File: src/hdl/hrbp_pkg.sv
// shared types, constants and character helpers for the http request byte parser
package hrbp_pkg;

    // default width of the content-length accumulator
    localparam int LENGTH_WIDTH_DEF = 24;

    // parser states
    typedef enum logic [4:0] {
        ST_START, ST_METHOD, ST_BEFORE_URI, ST_URI, ST_BEFORE_KEY, ST_KEY,
        ST_BEFORE_VAL, ST_VAL, ST_BEFORE_PROTO, ST_PROTO, ST_BEFORE_VER, ST_VER,
        ST_VER_DOT, ST_HKEY, ST_BEFORE_COLON, ST_AFTER_COLON, ST_HVAL, ST_CR,
        ST_CRLF, ST_CRLFCR, ST_BODY_LEN, ST_BODY_END, ST_COMPLETE, ST_INVALID,
        ST_INV_METHOD, ST_INV_URI, ST_INV_VERSION, ST_INV_HEADER
    } t_state;

    // field tags carried with every byte
    typedef enum logic [3:0] {
        TAG_NONE, TAG_METHOD, TAG_PATH, TAG_QKEY, TAG_QVAL, TAG_PROTO,
        TAG_VERSION, TAG_HKEY, TAG_HVAL, TAG_BODY
    } t_tag;

    // request status codes
    typedef enum logic [2:0] {
        STAT_PARSING, STAT_COMPLETE, STAT_INVALID, STAT_BAD_METHOD,
        STAT_BAD_URI, STAT_BAD_VERSION, STAT_BAD_HEADER
    } t_status;

    // narrow control context of the parser
    typedef struct packed {
        t_state     state;
        logic [3:0] key_idx;
        logic       key_match;
        logic       in_len;
        logic       len_seen;
        logic       len_neg;
        logic       len_done;
        logic       len_started;
        logic       header_done;
        logic       body_begun;
    } t_ctx;

    localparam t_ctx CTX_RESET = '{
        state: ST_START, key_idx: 4'd0, key_match: 1'b0, in_len: 1'b0,
        len_seen: 1'b0, len_neg: 1'b0, len_done: 1'b0, len_started: 1'b0,
        header_done: 1'b0, body_begun: 1'b0
    };

    // character codes
    localparam logic [7:0] CH_TAB   = 8'h09;
    localparam logic [7:0] CH_LF    = 8'h0A;
    localparam logic [7:0] CH_CR    = 8'h0D;
    localparam logic [7:0] CH_SP    = 8'h20;
    localparam logic [7:0] CH_AMP   = 8'h26;
    localparam logic [7:0] CH_PLUS  = 8'h2B;
    localparam logic [7:0] CH_MINUS = 8'h2D;
    localparam logic [7:0] CH_DOT   = 8'h2E;
    localparam logic [7:0] CH_SLASH = 8'h2F;
    localparam logic [7:0] CH_COLON = 8'h3A;
    localparam logic [7:0] CH_EQ    = 8'h3D;
    localparam logic [7:0] CH_QM    = 8'h3F;

    // length of the "Content-Length" key
    localparam logic [3:0] KEY_LEN = 4'd14;

    // one character of "Content-Length"
    function automatic logic [7:0] key_char(input logic [3:0] idx);
        logic [7:0] ch;
        unique case (idx)
            4'd0:    ch = 8'h43; // C
            4'd1:    ch = 8'h6F; // o
            4'd2:    ch = 8'h6E; // n
            4'd3:    ch = 8'h74; // t
            4'd4:    ch = 8'h65; // e
            4'd5:    ch = 8'h6E; // n
            4'd6:    ch = 8'h74; // t
            4'd7:    ch = 8'h2D; // -
            4'd8:    ch = 8'h4C; // L
            4'd9:    ch = 8'h65; // e
            4'd10:   ch = 8'h6E; // n
            4'd11:   ch = 8'h67; // g
            4'd12:   ch = 8'h74; // t
            4'd13:   ch = 8'h68; // h
            default: ch = 8'h00;
        endcase
        return ch;
    endfunction

    // character classes
    function automatic logic is_blank(input logic [7:0] c);
        return (c == CH_SP) || (c == CH_TAB);
    endfunction

    function automatic logic is_upper(input logic [7:0] c);
        return (c >= 8'h41) && (c <= 8'h5A);
    endfunction

    function automatic logic is_digit(input logic [7:0] c);
        return (c >= 8'h30) && (c <= 8'h39);
    endfunction

    function automatic logic is_space(input logic [7:0] c);
        return (c == CH_SP) || ((c >= CH_TAB) && (c <= CH_CR));
    endfunction

endpackage

File: src/hdl/hrbp_if.sv
// handshake interfaces for the request byte words and the result words
interface hrbp_in_if;
    logic       valid;
    logic       ready;
    logic [7:0] byte_value;
    logic       first_byte;
    logic       last_byte;

    modport source (output valid, output byte_value, output first_byte,
                    output last_byte, input ready);
    modport sink   (input valid, input byte_value, input first_byte,
                    input last_byte, output ready);
endinterface

interface hrbp_out_if #(
    parameter int LENGTH_WIDTH = hrbp_pkg::LENGTH_WIDTH_DEF
);
    logic                    valid;
    logic                    ready;
    logic [7:0]              byte_echo;
    logic [3:0]              field_tag;
    logic                    field_opens;
    logic                    field_closes;
    logic [2:0]              parse_status;
    logic                    length_header_seen;
    logic [LENGTH_WIDTH-1:0] body_length;

    modport source (output valid, output byte_echo, output field_tag,
                    output field_opens, output field_closes, output parse_status,
                    output length_header_seen, output body_length, input ready);
    modport sink   (input valid, input byte_echo, input field_tag,
                    input field_opens, input field_closes, input parse_status,
                    input length_header_seen, input body_length, output ready);
endinterface

File: src/hdl/hrbp_step.sv
// per-byte transition logic of the request parser
module hrbp_step #(
    parameter int LENGTH_WIDTH = hrbp_pkg::LENGTH_WIDTH_DEF
) (
    input  hrbp_pkg::t_ctx          i_ctx,
    input  logic [LENGTH_WIDTH-1:0] i_acc,
    input  logic [LENGTH_WIDTH-1:0] i_rem,
    input  logic [7:0]              i_byte,
    input  logic                    i_first,
    input  logic                    i_last,
    output hrbp_pkg::t_ctx          o_ctx,
    output logic [LENGTH_WIDTH-1:0] o_acc,
    output logic [LENGTH_WIDTH-1:0] o_rem,
    output hrbp_pkg::t_tag          o_tag,
    output logic                    o_opens,
    output logic                    o_closes,
    output hrbp_pkg::t_status       o_status,
    output logic [LENGTH_WIDTH-1:0] o_blen
);

    localparam logic [LENGTH_WIDTH-1:0] LEN_MAX = {LENGTH_WIDTH{1'b1}};

    hrbp_pkg::t_ctx          ctx_c;
    logic [LENGTH_WIDTH-1:0] acc_c;
    logic [LENGTH_WIDTH-1:0] rem_c;
    logic [LENGTH_WIDTH-1:0] rem_dec;

    logic [3:0]              ks_idx_in;
    logic                    ks_match_in;
    logic                    ks_hit;
    logic [3:0]              ks_idx;
    logic                    ke_hit;

    logic [LENGTH_WIDTH+3:0] acc_wide;
    logic [LENGTH_WIDTH-1:0] acc_sat;
    logic                    vs_done;
    logic                    vs_started;
    logic                    vs_neg;
    logic [LENGTH_WIDTH-1:0] vs_acc;

    // a first byte starts from the reset context
    always_comb begin
        ctx_c = i_first ? hrbp_pkg::CTX_RESET : i_ctx;
        acc_c = i_first ? '0 : i_acc;
        rem_c = i_first ? '0 : i_rem;
    end

    // header key compare against content-length, restarted on a new key
    always_comb begin
        ks_idx_in   = (ctx_c.state == hrbp_pkg::ST_CRLF) ? 4'd0 : ctx_c.key_idx;
        ks_match_in = (ctx_c.state == hrbp_pkg::ST_CRLF) ? 1'b1 : ctx_c.key_match;
        ks_hit      = ks_match_in && (ks_idx_in < hrbp_pkg::KEY_LEN)
                      && (hrbp_pkg::key_char(ks_idx_in) == i_byte);
        ks_idx      = ks_hit ? ks_idx_in + 4'd1 : ks_idx_in;
        ke_hit      = ctx_c.key_match && (ctx_c.key_idx == hrbp_pkg::KEY_LEN)
                      && !ctx_c.len_seen;
    end

    // decimal accumulate with saturation: acc*10 + digit
    always_comb begin
        acc_wide = ({4'd0, acc_c} << 3) + ({4'd0, acc_c} << 1)
                   + {{LENGTH_WIDTH{1'b0}}, i_byte[3:0]};
        acc_sat  = (acc_wide > {4'd0, LEN_MAX}) ? LEN_MAX
                                                : acc_wide[LENGTH_WIDTH-1:0];
    end

    // number scan of the content-length value
    always_comb begin
        vs_done    = ctx_c.len_done;
        vs_started = ctx_c.len_started;
        vs_neg     = ctx_c.len_neg;
        vs_acc     = acc_c;
        if (ctx_c.in_len && !ctx_c.len_done) begin
            priority if (!ctx_c.len_started && hrbp_pkg::is_space(i_byte)) begin
                vs_started = 1'b0;
            end else if (!ctx_c.len_started
                         && ((i_byte == hrbp_pkg::CH_PLUS)
                             || (i_byte == hrbp_pkg::CH_MINUS))) begin
                vs_started = 1'b1;
                vs_neg     = (i_byte == hrbp_pkg::CH_MINUS);
            end else begin
                vs_started = 1'b1;
                if (hrbp_pkg::is_digit(i_byte)) begin
                    vs_acc = acc_sat;
                end else begin
                    vs_done = 1'b1;
                end
            end
        end
    end

    assign rem_dec = rem_c - {{(LENGTH_WIDTH-1){1'b0}}, (rem_c != '0)};

    // state transition and byte tagging
    always_comb begin
        o_ctx    = ctx_c;
        o_acc    = acc_c;
        o_rem    = rem_c;
        o_tag    = hrbp_pkg::TAG_NONE;
        o_opens  = 1'b0;
        o_closes = 1'b0;
        unique case (ctx_c.state)
            hrbp_pkg::ST_START: begin
                if ((i_byte == hrbp_pkg::CH_CR) || (i_byte == hrbp_pkg::CH_LF)
                    || hrbp_pkg::is_blank(i_byte)) begin
                    o_ctx.state = hrbp_pkg::ST_START;
                end else if (hrbp_pkg::is_upper(i_byte)) begin
                    o_tag = hrbp_pkg::TAG_METHOD; o_opens = 1'b1;
                    o_ctx.state = hrbp_pkg::ST_METHOD;
                end else begin
                    o_ctx.state = hrbp_pkg::ST_INVALID;
                end
            end
            hrbp_pkg::ST_METHOD: begin
                if (hrbp_pkg::is_upper(i_byte)) begin
                    o_tag = hrbp_pkg::TAG_METHOD;
                end else if (hrbp_pkg::is_blank(i_byte)) begin
                    o_closes = 1'b1; o_ctx.state = hrbp_pkg::ST_BEFORE_URI;
                end else begin
                    o_ctx.state = hrbp_pkg::ST_INV_METHOD;
                end
            end
            hrbp_pkg::ST_BEFORE_URI: begin
                if (i_byte == hrbp_pkg::CH_SLASH) begin
                    o_tag = hrbp_pkg::TAG_PATH; o_opens = 1'b1;
                    o_ctx.state = hrbp_pkg::ST_URI;
                end else if (!hrbp_pkg::is_blank(i_byte)) begin
                    o_ctx.state = hrbp_pkg::ST_INVALID;
                end
            end
            hrbp_pkg::ST_URI: begin
                if (i_byte == hrbp_pkg::CH_QM) begin
                    o_closes = 1'b1; o_ctx.state = hrbp_pkg::ST_BEFORE_KEY;
                end else if (hrbp_pkg::is_blank(i_byte)) begin
                    o_closes = 1'b1; o_ctx.state = hrbp_pkg::ST_BEFORE_PROTO;
                end else begin
                    o_tag = hrbp_pkg::TAG_PATH;
                end
            end
            hrbp_pkg::ST_BEFORE_KEY: begin
                if (hrbp_pkg::is_blank(i_byte) || (i_byte == hrbp_pkg::CH_LF)
                    || (i_byte == hrbp_pkg::CH_CR)) begin
                    o_ctx.state = hrbp_pkg::ST_INV_URI;
                end else begin
                    o_tag = hrbp_pkg::TAG_QKEY; o_opens = 1'b1;
                    o_ctx.state = hrbp_pkg::ST_KEY;
                end
            end
            hrbp_pkg::ST_KEY: begin
                if (i_byte == hrbp_pkg::CH_EQ) begin
                    o_closes = 1'b1; o_ctx.state = hrbp_pkg::ST_BEFORE_VAL;
                end else if (hrbp_pkg::is_blank(i_byte)) begin
                    o_ctx.state = hrbp_pkg::ST_INV_URI;
                end else begin
                    o_tag = hrbp_pkg::TAG_QKEY;
                end
            end
            hrbp_pkg::ST_BEFORE_VAL: begin
                if (hrbp_pkg::is_blank(i_byte) || (i_byte == hrbp_pkg::CH_LF)
                    || (i_byte == hrbp_pkg::CH_CR)) begin
                    o_ctx.state = hrbp_pkg::ST_INV_URI;
                end else begin
                    o_tag = hrbp_pkg::TAG_QVAL; o_opens = 1'b1;
                    o_ctx.state = hrbp_pkg::ST_VAL;
                end
            end
            hrbp_pkg::ST_VAL: begin
                if (i_byte == hrbp_pkg::CH_AMP) begin
                    o_closes = 1'b1; o_ctx.state = hrbp_pkg::ST_BEFORE_KEY;
                end else if (hrbp_pkg::is_blank(i_byte)) begin
                    o_closes = 1'b1; o_ctx.state = hrbp_pkg::ST_BEFORE_PROTO;
                end else begin
                    o_tag = hrbp_pkg::TAG_QVAL;
                end
            end
            hrbp_pkg::ST_BEFORE_PROTO: begin
                if (!hrbp_pkg::is_blank(i_byte)) begin
                    o_tag = hrbp_pkg::TAG_PROTO; o_opens = 1'b1;
                    o_ctx.state = hrbp_pkg::ST_PROTO;
                end
            end
            hrbp_pkg::ST_PROTO: begin
                if (i_byte == hrbp_pkg::CH_SLASH) begin
                    o_closes = 1'b1; o_ctx.state = hrbp_pkg::ST_BEFORE_VER;
                end else begin
                    o_tag = hrbp_pkg::TAG_PROTO;
                end
            end
            hrbp_pkg::ST_BEFORE_VER: begin
                if (hrbp_pkg::is_digit(i_byte)) begin
                    o_tag = hrbp_pkg::TAG_VERSION; o_opens = 1'b1;
                    o_ctx.state = hrbp_pkg::ST_VER;
                end else begin
                    o_ctx.state = hrbp_pkg::ST_INV_VERSION;
                end
            end
            hrbp_pkg::ST_VER: begin
                if (i_byte == hrbp_pkg::CH_CR) begin
                    o_closes = 1'b1; o_ctx.state = hrbp_pkg::ST_CR;
                end else if (i_byte == hrbp_pkg::CH_DOT) begin
                    o_tag = hrbp_pkg::TAG_VERSION; o_ctx.state = hrbp_pkg::ST_VER_DOT;
                end else if (hrbp_pkg::is_digit(i_byte)) begin
                    o_tag = hrbp_pkg::TAG_VERSION;
                end else begin
                    o_ctx.state = hrbp_pkg::ST_INV_VERSION;
                end
            end
            hrbp_pkg::ST_VER_DOT: begin
                if (hrbp_pkg::is_digit(i_byte)) begin
                    o_tag = hrbp_pkg::TAG_VERSION; o_ctx.state = hrbp_pkg::ST_VER;
                end else begin
                    o_ctx.state = hrbp_pkg::ST_INV_VERSION;
                end
            end
            hrbp_pkg::ST_HKEY: begin
                if (hrbp_pkg::is_blank(i_byte) || (i_byte == hrbp_pkg::CH_COLON)) begin
                    o_closes     = 1'b1;
                    o_ctx.in_len = ke_hit;
                    if (ke_hit) begin
                        o_ctx.len_neg     = 1'b0;
                        o_ctx.len_done    = 1'b0;
                        o_ctx.len_started = 1'b0;
                        o_acc             = '0;
                    end
                    o_ctx.state = (i_byte == hrbp_pkg::CH_COLON)
                                  ? hrbp_pkg::ST_AFTER_COLON : hrbp_pkg::ST_BEFORE_COLON;
                end else begin
                    o_tag           = hrbp_pkg::TAG_HKEY;
                    o_ctx.key_idx   = ks_idx;
                    o_ctx.key_match = ks_hit;
                end
            end
            hrbp_pkg::ST_BEFORE_COLON: begin
                if (i_byte == hrbp_pkg::CH_COLON) begin
                    o_ctx.state = hrbp_pkg::ST_AFTER_COLON;
                end else if (!hrbp_pkg::is_blank(i_byte)) begin
                    o_ctx.state = hrbp_pkg::ST_INV_HEADER;
                end
            end
            hrbp_pkg::ST_AFTER_COLON, hrbp_pkg::ST_HVAL: begin
                if ((ctx_c.state == hrbp_pkg::ST_HVAL) && (i_byte == hrbp_pkg::CH_CR)) begin
                    o_closes = 1'b1;
                    if (ctx_c.in_len) begin
                        o_ctx.len_seen = 1'b1;
                        o_ctx.in_len   = 1'b0;
                    end
                    o_ctx.state = hrbp_pkg::ST_CR;
                end else if ((ctx_c.state == hrbp_pkg::ST_HVAL)
                             || !hrbp_pkg::is_blank(i_byte)) begin
                    // carriage return right after the colon opens the value
                    o_tag             = hrbp_pkg::TAG_HVAL;
                    o_opens           = (ctx_c.state == hrbp_pkg::ST_AFTER_COLON);
                    o_ctx.len_done    = vs_done;
                    o_ctx.len_started = vs_started;
                    o_ctx.len_neg     = vs_neg;
                    o_acc             = vs_acc;
                    o_ctx.state       = hrbp_pkg::ST_HVAL;
                end
            end
            hrbp_pkg::ST_CR: begin
                o_ctx.state = (i_byte == hrbp_pkg::CH_LF) ? hrbp_pkg::ST_CRLF
                                                          : hrbp_pkg::ST_INVALID;
            end
            hrbp_pkg::ST_CRLF: begin
                if (i_byte == hrbp_pkg::CH_CR) begin
                    o_ctx.state = hrbp_pkg::ST_CRLFCR;
                end else if (hrbp_pkg::is_blank(i_byte)) begin
                    o_ctx.state = hrbp_pkg::ST_INVALID;
                end else begin
                    o_tag           = hrbp_pkg::TAG_HKEY; o_opens = 1'b1;
                    o_ctx.key_idx   = ks_idx;
                    o_ctx.key_match = ks_hit;
                    o_ctx.in_len    = 1'b0;
                    o_ctx.state     = hrbp_pkg::ST_HKEY;
                end
            end
            hrbp_pkg::ST_CRLFCR: begin
                if (i_byte != hrbp_pkg::CH_LF) begin
                    o_ctx.state = hrbp_pkg::ST_INV_HEADER;
                end else begin
                    o_ctx.header_done = 1'b1;
                    o_ctx.body_begun  = 1'b0;
                    priority if (ctx_c.len_seen) begin
                        if (!ctx_c.len_neg && (acc_c != '0)) begin
                            o_rem       = acc_c;
                            o_ctx.state = hrbp_pkg::ST_BODY_LEN;
                        end else begin
                            o_ctx.state = hrbp_pkg::ST_COMPLETE;
                        end
                    end else if (i_last) begin
                        o_ctx.state = hrbp_pkg::ST_COMPLETE;
                    end else begin
                        o_ctx.state = hrbp_pkg::ST_BODY_END;
                    end
                end
            end
            hrbp_pkg::ST_BODY_LEN: begin
                o_tag            = hrbp_pkg::TAG_BODY;
                o_opens          = !ctx_c.body_begun;
                o_ctx.body_begun = 1'b1;
                o_rem            = rem_dec;
                if (rem_dec == '0) begin
                    o_ctx.state = hrbp_pkg::ST_COMPLETE;
                end
            end
            hrbp_pkg::ST_BODY_END: begin
                o_tag            = hrbp_pkg::TAG_BODY;
                o_opens          = !ctx_c.body_begun;
                o_ctx.body_begun = 1'b1;
                if (i_last) begin
                    o_ctx.state = hrbp_pkg::ST_COMPLETE;
                end
            end
            // finished or rejected: hold until a new request
            default: begin
                o_ctx.state = ctx_c.state;
            end
        endcase
    end

    // status from the state just reached
    always_comb begin
        unique case (o_ctx.state)
            hrbp_pkg::ST_COMPLETE:    o_status = hrbp_pkg::STAT_COMPLETE;
            hrbp_pkg::ST_INVALID:     o_status = hrbp_pkg::STAT_INVALID;
            hrbp_pkg::ST_INV_METHOD:  o_status = hrbp_pkg::STAT_BAD_METHOD;
            hrbp_pkg::ST_INV_URI:     o_status = hrbp_pkg::STAT_BAD_URI;
            hrbp_pkg::ST_INV_VERSION: o_status = hrbp_pkg::STAT_BAD_VERSION;
            hrbp_pkg::ST_INV_HEADER:  o_status = hrbp_pkg::STAT_BAD_HEADER;
            default:                  o_status = hrbp_pkg::STAT_PARSING;
        endcase
    end

    // body length shows once the header block has ended, if a non-negative length header was seen
    assign o_blen = (o_ctx.header_done && o_ctx.len_seen && !o_ctx.len_neg) ? o_acc : '0;

endmodule

File: src/hdl/http_request_byte_parser_top.sv
// top level of the http request byte parser: context registers and result register
//
//  channel  | dir | word                                   | accepted when
//  ---------+-----+----------------------------------------+------------------
//  i_req    | in  | byte_value, first_byte, last_byte      | valid && ready
//  o_res    | out | byte_echo, tag, opens, closes, status, | valid && ready
//           |     | length_header_seen, body_length        |
//
// one byte per cycle unless the output stalls; its result word is offered in the next cycle
// the per-byte transition is one pass of hrbp_step between the context and result registers
// i_req.ready is high while the result register is empty or being taken this cycle
// a stalled result holds the input back; no word is dropped or repeated
// synchronous active-low reset returns the parser to the start state
module http_request_byte_parser_top #(
    parameter int LENGTH_WIDTH = hrbp_pkg::LENGTH_WIDTH_DEF
) (
    input  logic             i_clk,
    input  logic             i_rst_n,
    hrbp_in_if.sink          i_req,
    hrbp_out_if.source       o_res
);

    hrbp_pkg::t_ctx          r_ctx;
    logic [LENGTH_WIDTH-1:0] r_acc;
    logic [LENGTH_WIDTH-1:0] r_rem;

    hrbp_pkg::t_ctx          n_ctx;
    logic [LENGTH_WIDTH-1:0] n_acc;
    logic [LENGTH_WIDTH-1:0] n_rem;
    hrbp_pkg::t_tag          n_tag;
    logic                    n_opens;
    logic                    n_closes;
    hrbp_pkg::t_status       n_status;
    logic [LENGTH_WIDTH-1:0] n_blen;

    logic                    r_out_valid;
    logic [7:0]              r_echo;
    hrbp_pkg::t_tag          r_tag;
    logic                    r_opens;
    logic                    r_closes;
    hrbp_pkg::t_status       r_status;
    logic                    r_seen;
    logic [LENGTH_WIDTH-1:0] r_blen;

    logic                    in_take;

    // result register empty or draining
    assign i_req.ready = !r_out_valid || o_res.ready;
    assign in_take     = i_req.valid && i_req.ready;

    // per-byte transition
    hrbp_step #(
        .LENGTH_WIDTH (LENGTH_WIDTH)
    ) u_step (
        .i_ctx    (r_ctx),
        .i_acc    (r_acc),
        .i_rem    (r_rem),
        .i_byte   (i_req.byte_value),
        .i_first  (i_req.first_byte),
        .i_last   (i_req.last_byte),
        .o_ctx    (n_ctx),
        .o_acc    (n_acc),
        .o_rem    (n_rem),
        .o_tag    (n_tag),
        .o_opens  (n_opens),
        .o_closes (n_closes),
        .o_status (n_status),
        .o_blen   (n_blen)
    );

    // parser context
    always_ff @(posedge i_clk) begin
        if (!i_rst_n) begin
            r_ctx <= hrbp_pkg::CTX_RESET;
            r_acc <= '0;
            r_rem <= '0;
        end else if (in_take) begin
            r_ctx <= n_ctx;
            r_acc <= n_acc;
            r_rem <= n_rem;
        end
    end

    // result valid flag
    always_ff @(posedge i_clk) begin
        if (!i_rst_n) begin
            r_out_valid <= 1'b0;
        end else if (in_take) begin
            r_out_valid <= 1'b1;
        end else if (o_res.ready) begin
            r_out_valid <= 1'b0;
        end
    end

    // result payload
    always_ff @(posedge i_clk) begin
        if (in_take) begin
            r_echo   <= i_req.byte_value;
            r_tag    <= n_tag;
            r_opens  <= n_opens;
            r_closes <= n_closes;
            r_status <= n_status;
            r_seen   <= n_ctx.len_seen;
            r_blen   <= n_blen;
        end
    end

    assign o_res.valid              = r_out_valid;
    assign o_res.byte_echo          = r_echo;
    assign o_res.field_tag          = r_tag;
    assign o_res.field_opens        = r_opens;
    assign o_res.field_closes       = r_closes;
    assign o_res.parse_status       = r_status;
    assign o_res.length_header_seen = r_seen;
    assign o_res.body_length        = r_blen;

endmodule

File: src/flat_wrapper.sv
// flat-port wrapper written by rule: the top's interface ports become plain ports
module http_request_byte_parser_top_flat 
#(
    parameter int LENGTH_WIDTH = hrbp_pkg::LENGTH_WIDTH_DEF
)
  (i_clk, i_rst_n, i_req_valid, i_req_byte_value, i_req_first_byte, i_req_last_byte, i_req_ready, o_res_valid, o_res_byte_echo, o_res_field_tag, o_res_field_opens, o_res_field_closes, o_res_parse_status, o_res_length_header_seen, o_res_body_length, o_res_ready);
  hrbp_in_if i_req_i ();
  hrbp_out_if #(.LENGTH_WIDTH(LENGTH_WIDTH)) o_res_i ();
  input  logic i_clk;
  input  logic i_rst_n;
  input wire logic [$bits(i_req_i.valid)-1:0] i_req_valid;
  input wire logic [$bits(i_req_i.byte_value)-1:0] i_req_byte_value;
  input wire logic [$bits(i_req_i.first_byte)-1:0] i_req_first_byte;
  input wire logic [$bits(i_req_i.last_byte)-1:0] i_req_last_byte;
  output wire logic [$bits(i_req_i.ready)-1:0] i_req_ready;
  output wire logic [$bits(o_res_i.valid)-1:0] o_res_valid;
  output wire logic [$bits(o_res_i.byte_echo)-1:0] o_res_byte_echo;
  output wire logic [$bits(o_res_i.field_tag)-1:0] o_res_field_tag;
  output wire logic [$bits(o_res_i.field_opens)-1:0] o_res_field_opens;
  output wire logic [$bits(o_res_i.field_closes)-1:0] o_res_field_closes;
  output wire logic [$bits(o_res_i.parse_status)-1:0] o_res_parse_status;
  output wire logic [$bits(o_res_i.length_header_seen)-1:0] o_res_length_header_seen;
  output wire logic [$bits(o_res_i.body_length)-1:0] o_res_body_length;
  input wire logic [$bits(o_res_i.ready)-1:0] o_res_ready;
  assign i_req_i.valid = i_req_valid;
  assign i_req_i.byte_value = i_req_byte_value;
  assign i_req_i.first_byte = i_req_first_byte;
  assign i_req_i.last_byte = i_req_last_byte;
  assign i_req_ready = i_req_i.ready;
  assign o_res_valid = o_res_i.valid;
  assign o_res_byte_echo = o_res_i.byte_echo;
  assign o_res_field_tag = o_res_i.field_tag;
  assign o_res_field_opens = o_res_i.field_opens;
  assign o_res_field_closes = o_res_i.field_closes;
  assign o_res_parse_status = o_res_i.parse_status;
  assign o_res_length_header_seen = o_res_i.length_header_seen;
  assign o_res_body_length = o_res_i.body_length;
  assign o_res_i.ready = o_res_ready;
  http_request_byte_parser_top #(.LENGTH_WIDTH(LENGTH_WIDTH)) u_core (.i_clk(i_clk), .i_rst_n(i_rst_n), .i_req(i_req_i), .o_res(o_res_i));
endmodule
File: config.mk
export PLATFORM = sky130hd
export DESIGN_NAME = http_request_byte_parser_top_flat
export DESIGN_NICKNAME = d
export VERILOG_FILES = /design/src/hdl/hrbp_pkg.sv /design/src/hdl/hrbp_if.sv /design/src/hdl/hrbp_step.sv /design/src/hdl/http_request_byte_parser_top.sv /design/src/flat_wrapper.sv
export SDC_FILE = /design/constraint.sdc
export NUM_CORES = 1
export LEC_CHECK = 0
export ABC_AREA = 1
export BUFFER_PORTS_ARGS = -buffer_cell sky130_fd_sc_hd__clkbuf_2
export CORE_ASPECT_RATIO = 1.75
export CORE_MARGIN = 4
export CORE_UTILIZATION = 55
export DETAILED_ROUTE_END_ITERATION = 6
export PLACE_DENSITY = 0.74
export SLEW_MARGIN = 20
export SYNTH_ARGS = -nofsm -noshare
export SYNTH_HDL_FRONTEND = slang
export SYNTH_SLANG_ARGS = --single-unit
File: constraint.sdc
create_clock -name i_clk -period 5.8 [get_ports i_clk]
set_input_delay 1.16 -clock i_clk [delete_from_list [all_inputs] [get_ports i_clk]]
set_output_delay 1.16 -clock i_clk [all_outputs]
set_load 0.01 [all_outputs]
==> metrics, run 1 <==
outcome completed; maxcap violations 0; dpl hpwl 30.1 mm; Hold Buf Count CTS 0; fin nets 1697; worst vdd ir 0.130 mV; row count 66; Syn Inst Count 1583; LEAKAGE 5.67 nW; largest net degree at the start of global routing 62; async set or reset register ratio after synthesis 0; number of global-route vias before repair 11300; Crit Path Max Fanout 40; Cell Pwr Density 196 mW/mm2; Wirelength per Cell 20.4 um; Post-CTS Resized 0; Max transition margin 0.295; Max Clock Skew 0.0157 ns; #FFs+latches synth 108; ys flop type dfxtp_1; core area 0.0185 mm2; area delta synth->final 7.55%; DRC violations left 0; vias per inst 6.01; H-tree depth 3; GP Congestion 1.06; Synth Area per Inst 6.51 um2; Iteration-0 DRC Markers 884; synth warn 0; EDFF count, synth 42; register area share after synthesis 0.250; final setup vio count 0; CP required 5.91 ns; gr usage total 0.358; Setup Buffers After CTS 0; CTS Buffer Depth 2; DRT Pass-1 Iters 6; Layout Cells excl Fill 1870; Critical Path AT 4.88 ns; startpoint types primary input; DR vias 11200; global-route wire length before repair 59.2 mm; CTS tree done; Synthesized Nets 1653; Remaining Overflow, GRT 0; Slew @ Worst Pin 1.05 ns; cts bufs inserted 9; max-slew violations 0; Inst Count DP 1854; CTS sink count 108; Die H 189 um; RSZ-0062 raised after global routing no; crit path kind primary input to flip-flop; initial antenna violation count 0; clock-pin slew on the worst setup and hold paths 0.07 ns; DRT Wirelength 38.1 mm; Initial Util 0.557; die area 0.0211 mm2; worst hold path type flip-flop to flip-flop; share of the synthesized area in the top cell type 0.132; Yosys cell types 62; fmax 0.210 GHz; clk root buf clkbuf_16; die width 112 um; fin crit share 0.822; Yosys top cell by area nand2_1; setup total negative slack 0 ns; # diodes 0; Hold Fails Final Rpt 0; antenna-violating nets left 0; Final min period 4.77 ns; synthesized cell area 0.0103 mm2; # IOs 58; Worst setup EP type flip-flop; largest cells by area after synthesis nand2_1, dfxtp_1, edfxtp_1; latest clock arrival within the worst-skew pair 0.37 ns; # port buffers 57; share of post-route cells with drive strength above 1 0.142
-- worst paths after layout --
| check | from | end | slack [ns] | depth (start not counted) |
|---|---|---|---|---|
| max | i_req_first_byte | u_core.o_res.parse_status[1]$_DFFE_PP_ | 1.03 | 27 |
| min | u_core.r_ctx[7]$_SDFFE_PN0P_ | u_core.r_ctx[7]$_SDFFE_PN0P_ | 0.47 | 2 |
| max reg2reg | u_core.r_rem[3]$_SDFFE_PN0P_ | u_core.o_res.parse_status[1]$_DFFE_PP_ | 1.87 | 25 |
| min reg2reg | u_core.r_ctx[7]$_SDFFE_PN0P_ | u_core.r_ctx[7]$_SDFFE_PN0P_ | 0.47 | 2 |
-- flip-flops by register name, indices dropped and copies added (netlist names), 3 cells and up --
signal / count
u_core.o_res.body_length: 24
u_core.r_acc: 24
u_core.r_rem: 24
u_core.r_ctx: 17
u_core.o_res.byte_echo: 8
u_core.o_res.field_tag: 4
u_core.o_res.parse_status: 3
-- report_power, final --
group	leakage (nW)	internal [W]	switching (W)	total [W]
Combinational	4.56	0.000191	0.000441	0.000632
Clock	0.151	0.000345	0.000321	0.000666
Sequential	0.965	0.000841	0.0000336	0.000874
-- cells in the final DEF (no fill, tap or decap), types with 4 or more instances in the layout --
cell and count:
clkbuf_16 9, nor3_1 27, nand4_1 35, nor4_1 4, clkbuf_2 57, a21oi_1 95
edfxtp_1 42, a31oi_1 12, a21oi_2 22, inv_2 25, nand3_1 125, ha_1 54
o21bai_1 4, inv_6 4, nand2_4 5, nand3_2 16, a221oi_1 7, a21o_1 5
nor2_4 11, xor2_1 13, xnor2_1 10, o211ai_1 10, nor2_2 12, dfxtp_1 66
nand2_1 362, nand3b_1 7, buf_4 20, o21ai_1 12, a211oi_1 4, a41oi_1 4
o21ai_0 85, o221ai_1 15, o22ai_1 5, nand2_2 29, inv_1 201, nor2_1 176
-- worst max-delay path, cell delays in order --
cell and delay (ns):
clkbuf_2 0.13, inv_6 0.13, nand2_2 0.20, nand2_1 0.07
nor4_1 0.58, buf_4 0.21, nand4_1 0.16, ha_1 0.30
ha_1 0.24, nand3_2 0.10, inv_1 0.06, nand2_1 0.20
inv_1 0.15, nand2_1 0.08, nand2_1 0.04, nand2_1 0.07
nand2_1 0.06, nor2_1 0.09, nand2_1 0.05, nor2_1 0.18
nand2_1 0.09, nand2_1 0.06, nand2_1 0.07, nand2_2 0.09
nand2_1 0.09, nand3b_1 0.09, o21ai_1 0.07
-- area by class of cell --
class / count / area [um2]
Fill cell: 1933 / 7410
Multi-Input combinational cell: 1200 / 6590
Sequential cell: 108 / 2580
Inverter: 231 / 877
Timing Repair Buffer: 77 / 435
Tap cell: 238 / 298
Clock buffer: 10 / 229
Clock inverter: 6 / 81.3
-- cell families after synthesis --
family          after synthesis  synth area share
simple gates                823             0.373
compound gates              298             0.177
xor+xnor                     23            0.0195
fa+ha+maj                    56            0.0694
buf+inv                     275             0.111
flops                       108             0.250
-- layer usage --
metal	track usage	up-vias	wire, um
li1	-	5391	-
met1	0.332	5186	12700
met2	0.671	453	19800
met3	0.0441	216	1550
met4	0.319	0	3920
met5	0	-	0
-- synth_stat cells (27+ instances only) --
cell and number:
o21ai_0 85, nor2_1 176, edfxtp_1 42, a21oi_1 95, inv_1 202, dfxtp_1 66, nand4_1 35, nand2_2 29
ha_1 54, nor3_1 27, nand3_1 125, nand2_1 362
-- metrics by stage --
step	area, um2	hold slack [ns]	setup slack, ns	total power, W	utilization
3_3_place_gp	10800	0.453	0.817	0.00150	0.583
4_1_cts	11100	0.467	1.14	0.00216	0.600
6_report	11100	0.471	1.03	0.00217	0.600
2_1_floorplan	10300	0.445	1.33	0.00133	-
3_5_place_dp	10800	0.456	0.753	0.00151	0.583
5_1_grt	11100	0.492	0.774	0.00228	0.600
Power figures use the tool's default switching activity.
==> run 2: changes to the inputs <==
- clock period: 5.8 -> 4.8 ns (I/O delays scaled with it)
==> run 2 against run 1 <==
  * Sequential power increased by 21%
  * Clock power grew 11%
  * Critical path depth down 5
  * Routed wire length grew 1.7%
  * Cell count rose by 0.75%
  * Design area increased by 0.73%
  * Die area stayed put
  * Register-to-register slack worse by 0.84 ns
  * Power grew 18%
  * Combinational power rose by 24%
  * Critical endpoint is now u_core.o_res.body_length[4]$_SDFFCE_PN0P_
  * Setup slack worse by 0.49 ns
  * Utilization increased by 0.44 points
  * Largest cell class unchanged
==> metrics, run 2 (same netlist as run 1, synthesis figures left out) <==
outcome completed; Crit path max-delay family simple AND/OR/NAND/NOR gates; die area 0.0211 mm2 (unchanged); initial antenna violation count 0 (unchanged); Critical Path AT 4.35 ns (-0.53 ns); worst r2r dst u_core.o_res.body_length[4]$_SDFFCE_PN0P_; global-route wire length before repair 59.7 mm (+0.75%); crit-path max cell delay 0.49 ns (-0.09 ns); final setup vio count 0 (unchanged); hold endpoint u_core.r_ctx[7]$_SDFFE_PN0P_; worst vdd ir 0.161 mV (+24%); GP Congestion 1.06 (+0.11%); DRT Pass-1 Iters 6 (unchanged); Layout Cells excl Fill 1884 (+0.75%); commonest non-fill, non-tap cell in the layout nand2_1; CTS tree done; Crit Path Max Fanout 21 (-48%); Final min period 4.26 ns; CTS Buffer Depth 2 (unchanged); Iteration-0 DRC Markers 911 (+3.1%); Hold Buf Count CTS 0 (unchanged); die width 112 um (unchanged); RSZ-0062 raised after global routing no; # diodes 0 (unchanged); Initial Util 0.557 (unchanged); maxcap violations 0 (unchanged); gr usage total 0.362 (+0.00424); startpoint types primary input; setup total negative slack 0 ns (unchanged); hold path startpoint u_core.r_ctx[7]$_SDFFE_PN0P_; row count 66 (unchanged); Inst Count DP 1868 (+0.76%); # IOs 58 (unchanged); DRC violations left 0 (unchanged); Remaining Overflow, GRT 0 (unchanged); Post-CTS Resized 0 (unchanged); CTS sink count 108 (unchanged); # port buffers 57 (unchanged); antenna-violating nets left 0 (unchanged); Worst setup EP type flip-flop; fin nets 1711 (+0.82%); Die H 189 um (unchanged); crit path cell chain clkbuf_2, inv_6, nand2_1, inv_1, fa_1, fa_1, nand3_1, nand3_1, nand2_1, nand2_1, inv_1, o21ai_1, nand2_1, nand3_1, nand2_1, nand2_1, nor2_4, nand2_4, inv_2, nand3_1, nand3_1, a21oi_2; worst hold path type flip-flop to flip-flop; DRT Wirelength 38.7 mm (+1.7%); Cell Pwr Density 230 mW/mm2 (+18%); LEAKAGE 5.73 nW (+0.92%); vias per inst 6.04 (+0.45%); Setup Buffers After CTS 0 (unchanged); Hold Fails Final Rpt 0 (unchanged); Max Clock Skew 0.0138 ns (-0.00189 ns); crit path max-delay cell type fa_1; cells on worst reg2reg path 20 (-20%); number of global-route vias before repair 11200 (-0.73%); cts bufs inserted 9 (unchanged); Hold Crit Depth 2 (unchanged); fin crit share 0.888; PnR Total Power 0.00257 W (+18%); Reg2Reg Setup Slack 1.03 ns (-0.84 ns); commonest non-fill, non-tap cells in the layout nand2_1, inv_1, nor2_1; core area 0.0185 mm2 (unchanged); latest clock arrival within the worst-skew pair 0.37 ns (about the same); dpl hpwl 30.6 mm (+1.9%); Wirelength per Cell 20.5 um (+0.91%); share of post-route cells with drive strength above 1 0.148 (+0.00608); fmax 0.235 GHz; Max transition margin 0.455 (+0.160); crit path kind primary input to flip-flop; Buffers & Inverters on Critical Path 5 (unchanged); largest net degree at the start of global routing 57 (-8.1%); DR vias 11400 (+1.2%); Slew @ Worst Pin 0.815 ns (-0.236 ns); clock-pin slew on the worst setup and hold paths 0.07 ns (about the same); Crit path top cell by count nand2_1; area delta synth->final 8.34%; reg2reg start u_core.r_acc[2]$_SDFFE_PN0P_; CP required 4.89 ns (-1.02 ns); H-tree depth 3 (unchanged); max-slew violations 0 (unchanged); clk root buf clkbuf_16
==> run 2: final cells by class <==
class / instances / area (um2)
inverter: 231 / 877
clock inverter: 7 / 48.8
multi-input combinational: 1200 / 6590
timing repair buffer: 91 / 553
fill: 1921 / 7330
tap: 238 / 298
sequential: 108 / 2580
clock buffer: 9 / 225
==> run 2: worst max-delay path by stage <==
stage,start,to,slack (ns),cells past startpoint
2_1_floorplan,i_req_first_byte,u_core.o_res.body_length[13]$_SDFFCE_PN0P_,0.53,25
3_3_place_gp,i_req_first_byte,u_core.o_res.parse_status[1]$_DFFE_PP_,0.15,27
3_5_place_dp,i_req_first_byte,u_core.o_res.parse_status[1]$_DFFE_PP_,0.20,27
4_1_cts,i_req_first_byte,u_core.o_res.parse_status[1]$_DFFE_PP_,0.57,27
5_1_grt,i_req_first_byte,u_core.o_res.parse_status[1]$_DFFE_PP_,0.25,27
6_report,i_req_first_byte,u_core.o_res.body_length[4]$_SDFFCE_PN0P_,0.54,22
==> run 2: per-layer routing <==
| metal | GRT usage | vias to the layer above | share of wire |
|---|---|---|---|
| met3 | 0.0432 | 153 | 0.044 |
| met1 | 0.337 | 5321 | 0.33 |
| met5 | 0 | - | 0 |
| met2 | 0.717 | 491 | 0.55 |
| met4 | 0.245 | 0 | 0.073 |
| li1 | - | 5416 | - |
==> run 2: worst min-delay path: stages (launching register included) <==
cell and delay [ns]:
dfxtp_1 0.31, nand2_1 0.06, a21oi_1 0.05
==> run 2: power by group <==
part           total [W]  switching (W)  internal, W
clock           0.000736       0.000379     0.000356
combinational   0.000781       0.000540     0.000241
sequential       0.00106      0.0000408      0.00102
==> run 2: per-stage QoR <==
stage / cell area [um2] / worst slack [ns] / hold slack [ns] / utilization
5_1_grt: 11200 / 0.247 / 0.488 / 0.604
6_report: 11200 / 0.538 / 0.468 / 0.604
2_1_floorplan: 10300 / 0.530 / 0.445 / -
4_1_cts: 11200 / 0.566 / 0.468 / 0.604
3_3_place_gp: 10900 / 0.150 / 0.451 / 0.589
3_5_place_dp: 10900 / 0.197 / 0.457 / 0.589
==> run 3: changes to the inputs <==
- BUFFER_PORTS_ARGS: -buffer_cell sky130_fd_sc_hd__clkbuf_2 -> -buffer_cell sky130_fd_sc_hd__buf_2
- CORE_MARGIN: 4 -> unset
==> run 3 against run 2 <==
  * Global-route usage increased by 4.7 points
  * Largest power group unchanged
  * Sequential power barely moved
  * Register-to-register slack improved by 0.12 ns
  * Power grew 1.7%
  * Clock power increased by 5.6%
  * Via count is 0.69% higher
  * Die area down 8.4%
==> metrics, run 3 (same netlist as run 1, synthesis figures left out) <==
Die H 183 um (-3.2%); startpoint types primary input; Buffers & Inverters on Critical Path 7 (+2); DRC violations left 0 (unchanged); Crit path top cell by count nand2_1; cells on worst reg2reg path 22 (+10%); commonest non-fill, non-tap cells in the layout nand2_1, inv_1, nor2_1; CP required 4.92 ns (+0.03 ns); initial antenna violation count 0 (unchanged); Max Used Layer met4; Remaining Overflow, GRT 0 (unchanged); Cell Pwr Density 235 mW/mm2 (+2.0%); latest clock arrival within the worst-skew pair 0.37 ns (about the same); gr usage total 0.409 (+0.0468); row count 65 (-1.5%); outcome completed; Slew @ Worst Pin 1.27 ns (+0.451 ns); worst vdd ir 0.155 mV (-3.7%); Final min period 4.49 ns (+0.231 ns); commonest non-fill, non-tap cell in the layout nand2_1; die width 106 um (-5.4%); fin nets 1705 (-0.35%); Setup Buffers After CTS 0 (unchanged); Initial Util 0.566 (+0.00858); hold endpoint u_core.r_ctx[7]$_SDFFE_PN0P_; Max transition margin 0.148 (-0.306); core area 0.0182 mm2 (-1.5%); dpl hpwl 30.2 mm (-1.5%); crit path max-delay cell type buf_4; Wirelength per Cell 20.8 um (+1.2%); Hold Fails Final Rpt 0 (unchanged); antenna-violating nets left 0 (unchanged); number of global-route vias before repair 11400 (+2.0%); share of post-route cells with drive strength above 1 0.146 (-0.00251); Max Clock Skew 0.0141 ns (+0.000305 ns); Crit Path Max Fanout 20 (-4.8%); setup ws final 0.307 ns (-0.231 ns); Reg2Reg Setup Slack 1.15 ns (+0.12 ns); WL met3 2.01 mm (+19%); DRT Wirelength 39.0 mm (+0.70%); clock-pin slew on the worst setup and hold paths 0.07 ns (about the same); RSZ-0062 raised after global routing no; cts bufs inserted 9 (unchanged); DRT Pass-1 Iters 6 (unchanged); max-slew violations 0 (unchanged); Hold Crit Depth 2 (unchanged); crit-path max cell delay 0.30 ns (-0.19 ns); Iteration-0 DRC Markers 839 (-7.9%); Post-Place Worst Slack 0.0818 ns (-0.115 ns); wire length on met1 13.0 mm (+1.7%); reg2reg start u_core.r_acc[2]$_SDFFE_PN0P_; largest net degree at the start of global routing 98 (+72%); clk root buf clkbuf_16; H-tree depth 3 (unchanged); final setup vio count 0 (unchanged); # port buffers 57 (unchanged); area delta synth->final 8.04%; global-route wire length before repair 60.2 mm (+0.82%); CTS sink count 108 (unchanged); # IOs 58 (unchanged); Met2 Wirelength 20.1 mm (-5.9%); GP Congestion 1.01 (-5.0%); DR vias 11500 (+0.69%); CTS tree done; LEAKAGE 5.70 nW (-0.48%); Finished Core Util 0.612 (+0.00764); fin crit share 0.936 (+0.0481); # diodes 0 (unchanged); Crit path max-delay family simple AND/OR/NAND/NOR gates; CTS Buffer Depth 2 (unchanged); Critical Path AT 4.61 ns (+0.26 ns); setup total negative slack 0 ns (unchanged); maxcap violations 0 (unchanged); Post-CTS Resized 0 (unchanged); worst hold path type flip-flop to flip-flop; Worst setup EP type flip-flop; fmax 0.223 GHz (-5.1%); hold path startpoint u_core.r_ctx[7]$_SDFFE_PN0P_; die area 0.0193 mm2 (-8.4%); worst r2r dst u_core.r_acc[5]$_SDFFE_PN0P_; Hold Buf Count CTS 0 (unchanged); vias per inst 6.12 (+1.2%); crit path kind primary input to flip-flop
[run 3: cell count changes in the layout (fill, tap and decap cells not counted), moves of 2 or more]
| cell | previous run | this run |
|---|---|---|
| buf_4 | 33 | 27 |
| clkinv_1 | 5 | 2 |
| clkbuf_2 | 57 | 0 |
| clkbuf_1 | 0 | 2 |
| buf_2 | 0 | 57 |
| clkinvlp_4 | 0 | 3 |
[run 3: worst max-delay path by stage]
stage,from,slack [ns],cells after the start,end
final,i_req_first_byte,0.31,29,u_core.o_res.parse_status[1]$_DFFE_PP_
after detailed placement,i_req_first_byte,0.08,29,u_core.o_res.parse_status[1]$_DFFE_PP_
after global routing,i_req_first_byte,0.12,29,u_core.o_res.parse_status[1]$_DFFE_PP_
after CTS,i_req_first_byte,0.42,29,u_core.o_res.parse_status[1]$_DFFE_PP_
after floorplan,i_req_first_byte,0.53,25,u_core.o_res.body_length[13]$_SDFFCE_PN0P_
after global placement,i_req_first_byte,0.11,29,u_core.o_res.parse_status[1]$_DFFE_PP_
[run 3: area by class of cell]
cell class	instances	area, um2
fill	1803	7080
sequential	108	2580
tap	234	293
timing repair buffer	85	508
clock inverter	5	61.3
multi-input combinational	1200	6590
clock buffer	11	233
inverter	231	877
[run 3: where the power goes]
group	internal, W	switching (W)	total (W)
clock	0.000408	0.000369	0.000777
sequential	0.00102	0.0000410	0.00106
combinational	0.000237	0.000546	0.000783
[run 3: metrics by stage]
stage	std cells	total power, W	instance area, um2	hold slack [ns]
floorplan	1583	0.00161	10300	0.445
global placement	1858	0.00183	10800	0.452
detailed placement	1858	0.00184	10800	0.459
CTS	1874	0.00260	11100	0.469
global route	1874	0.00271	11100	0.489
finish	1874	0.00262	11100	0.468
[run 3: tightest hold or removal path: stages (launching register included)]
cell     delay (ns)
dfxtp_1        0.31
nand2_1        0.06
a21oi_1        0.06
[run 3: metal layers]
metal,GRT usage,vias to the layer above
met1,0.382,5324
li1,-,5397
met3,0.0601,220
met2,0.762,519
met5,0,-
met4,0.365,0
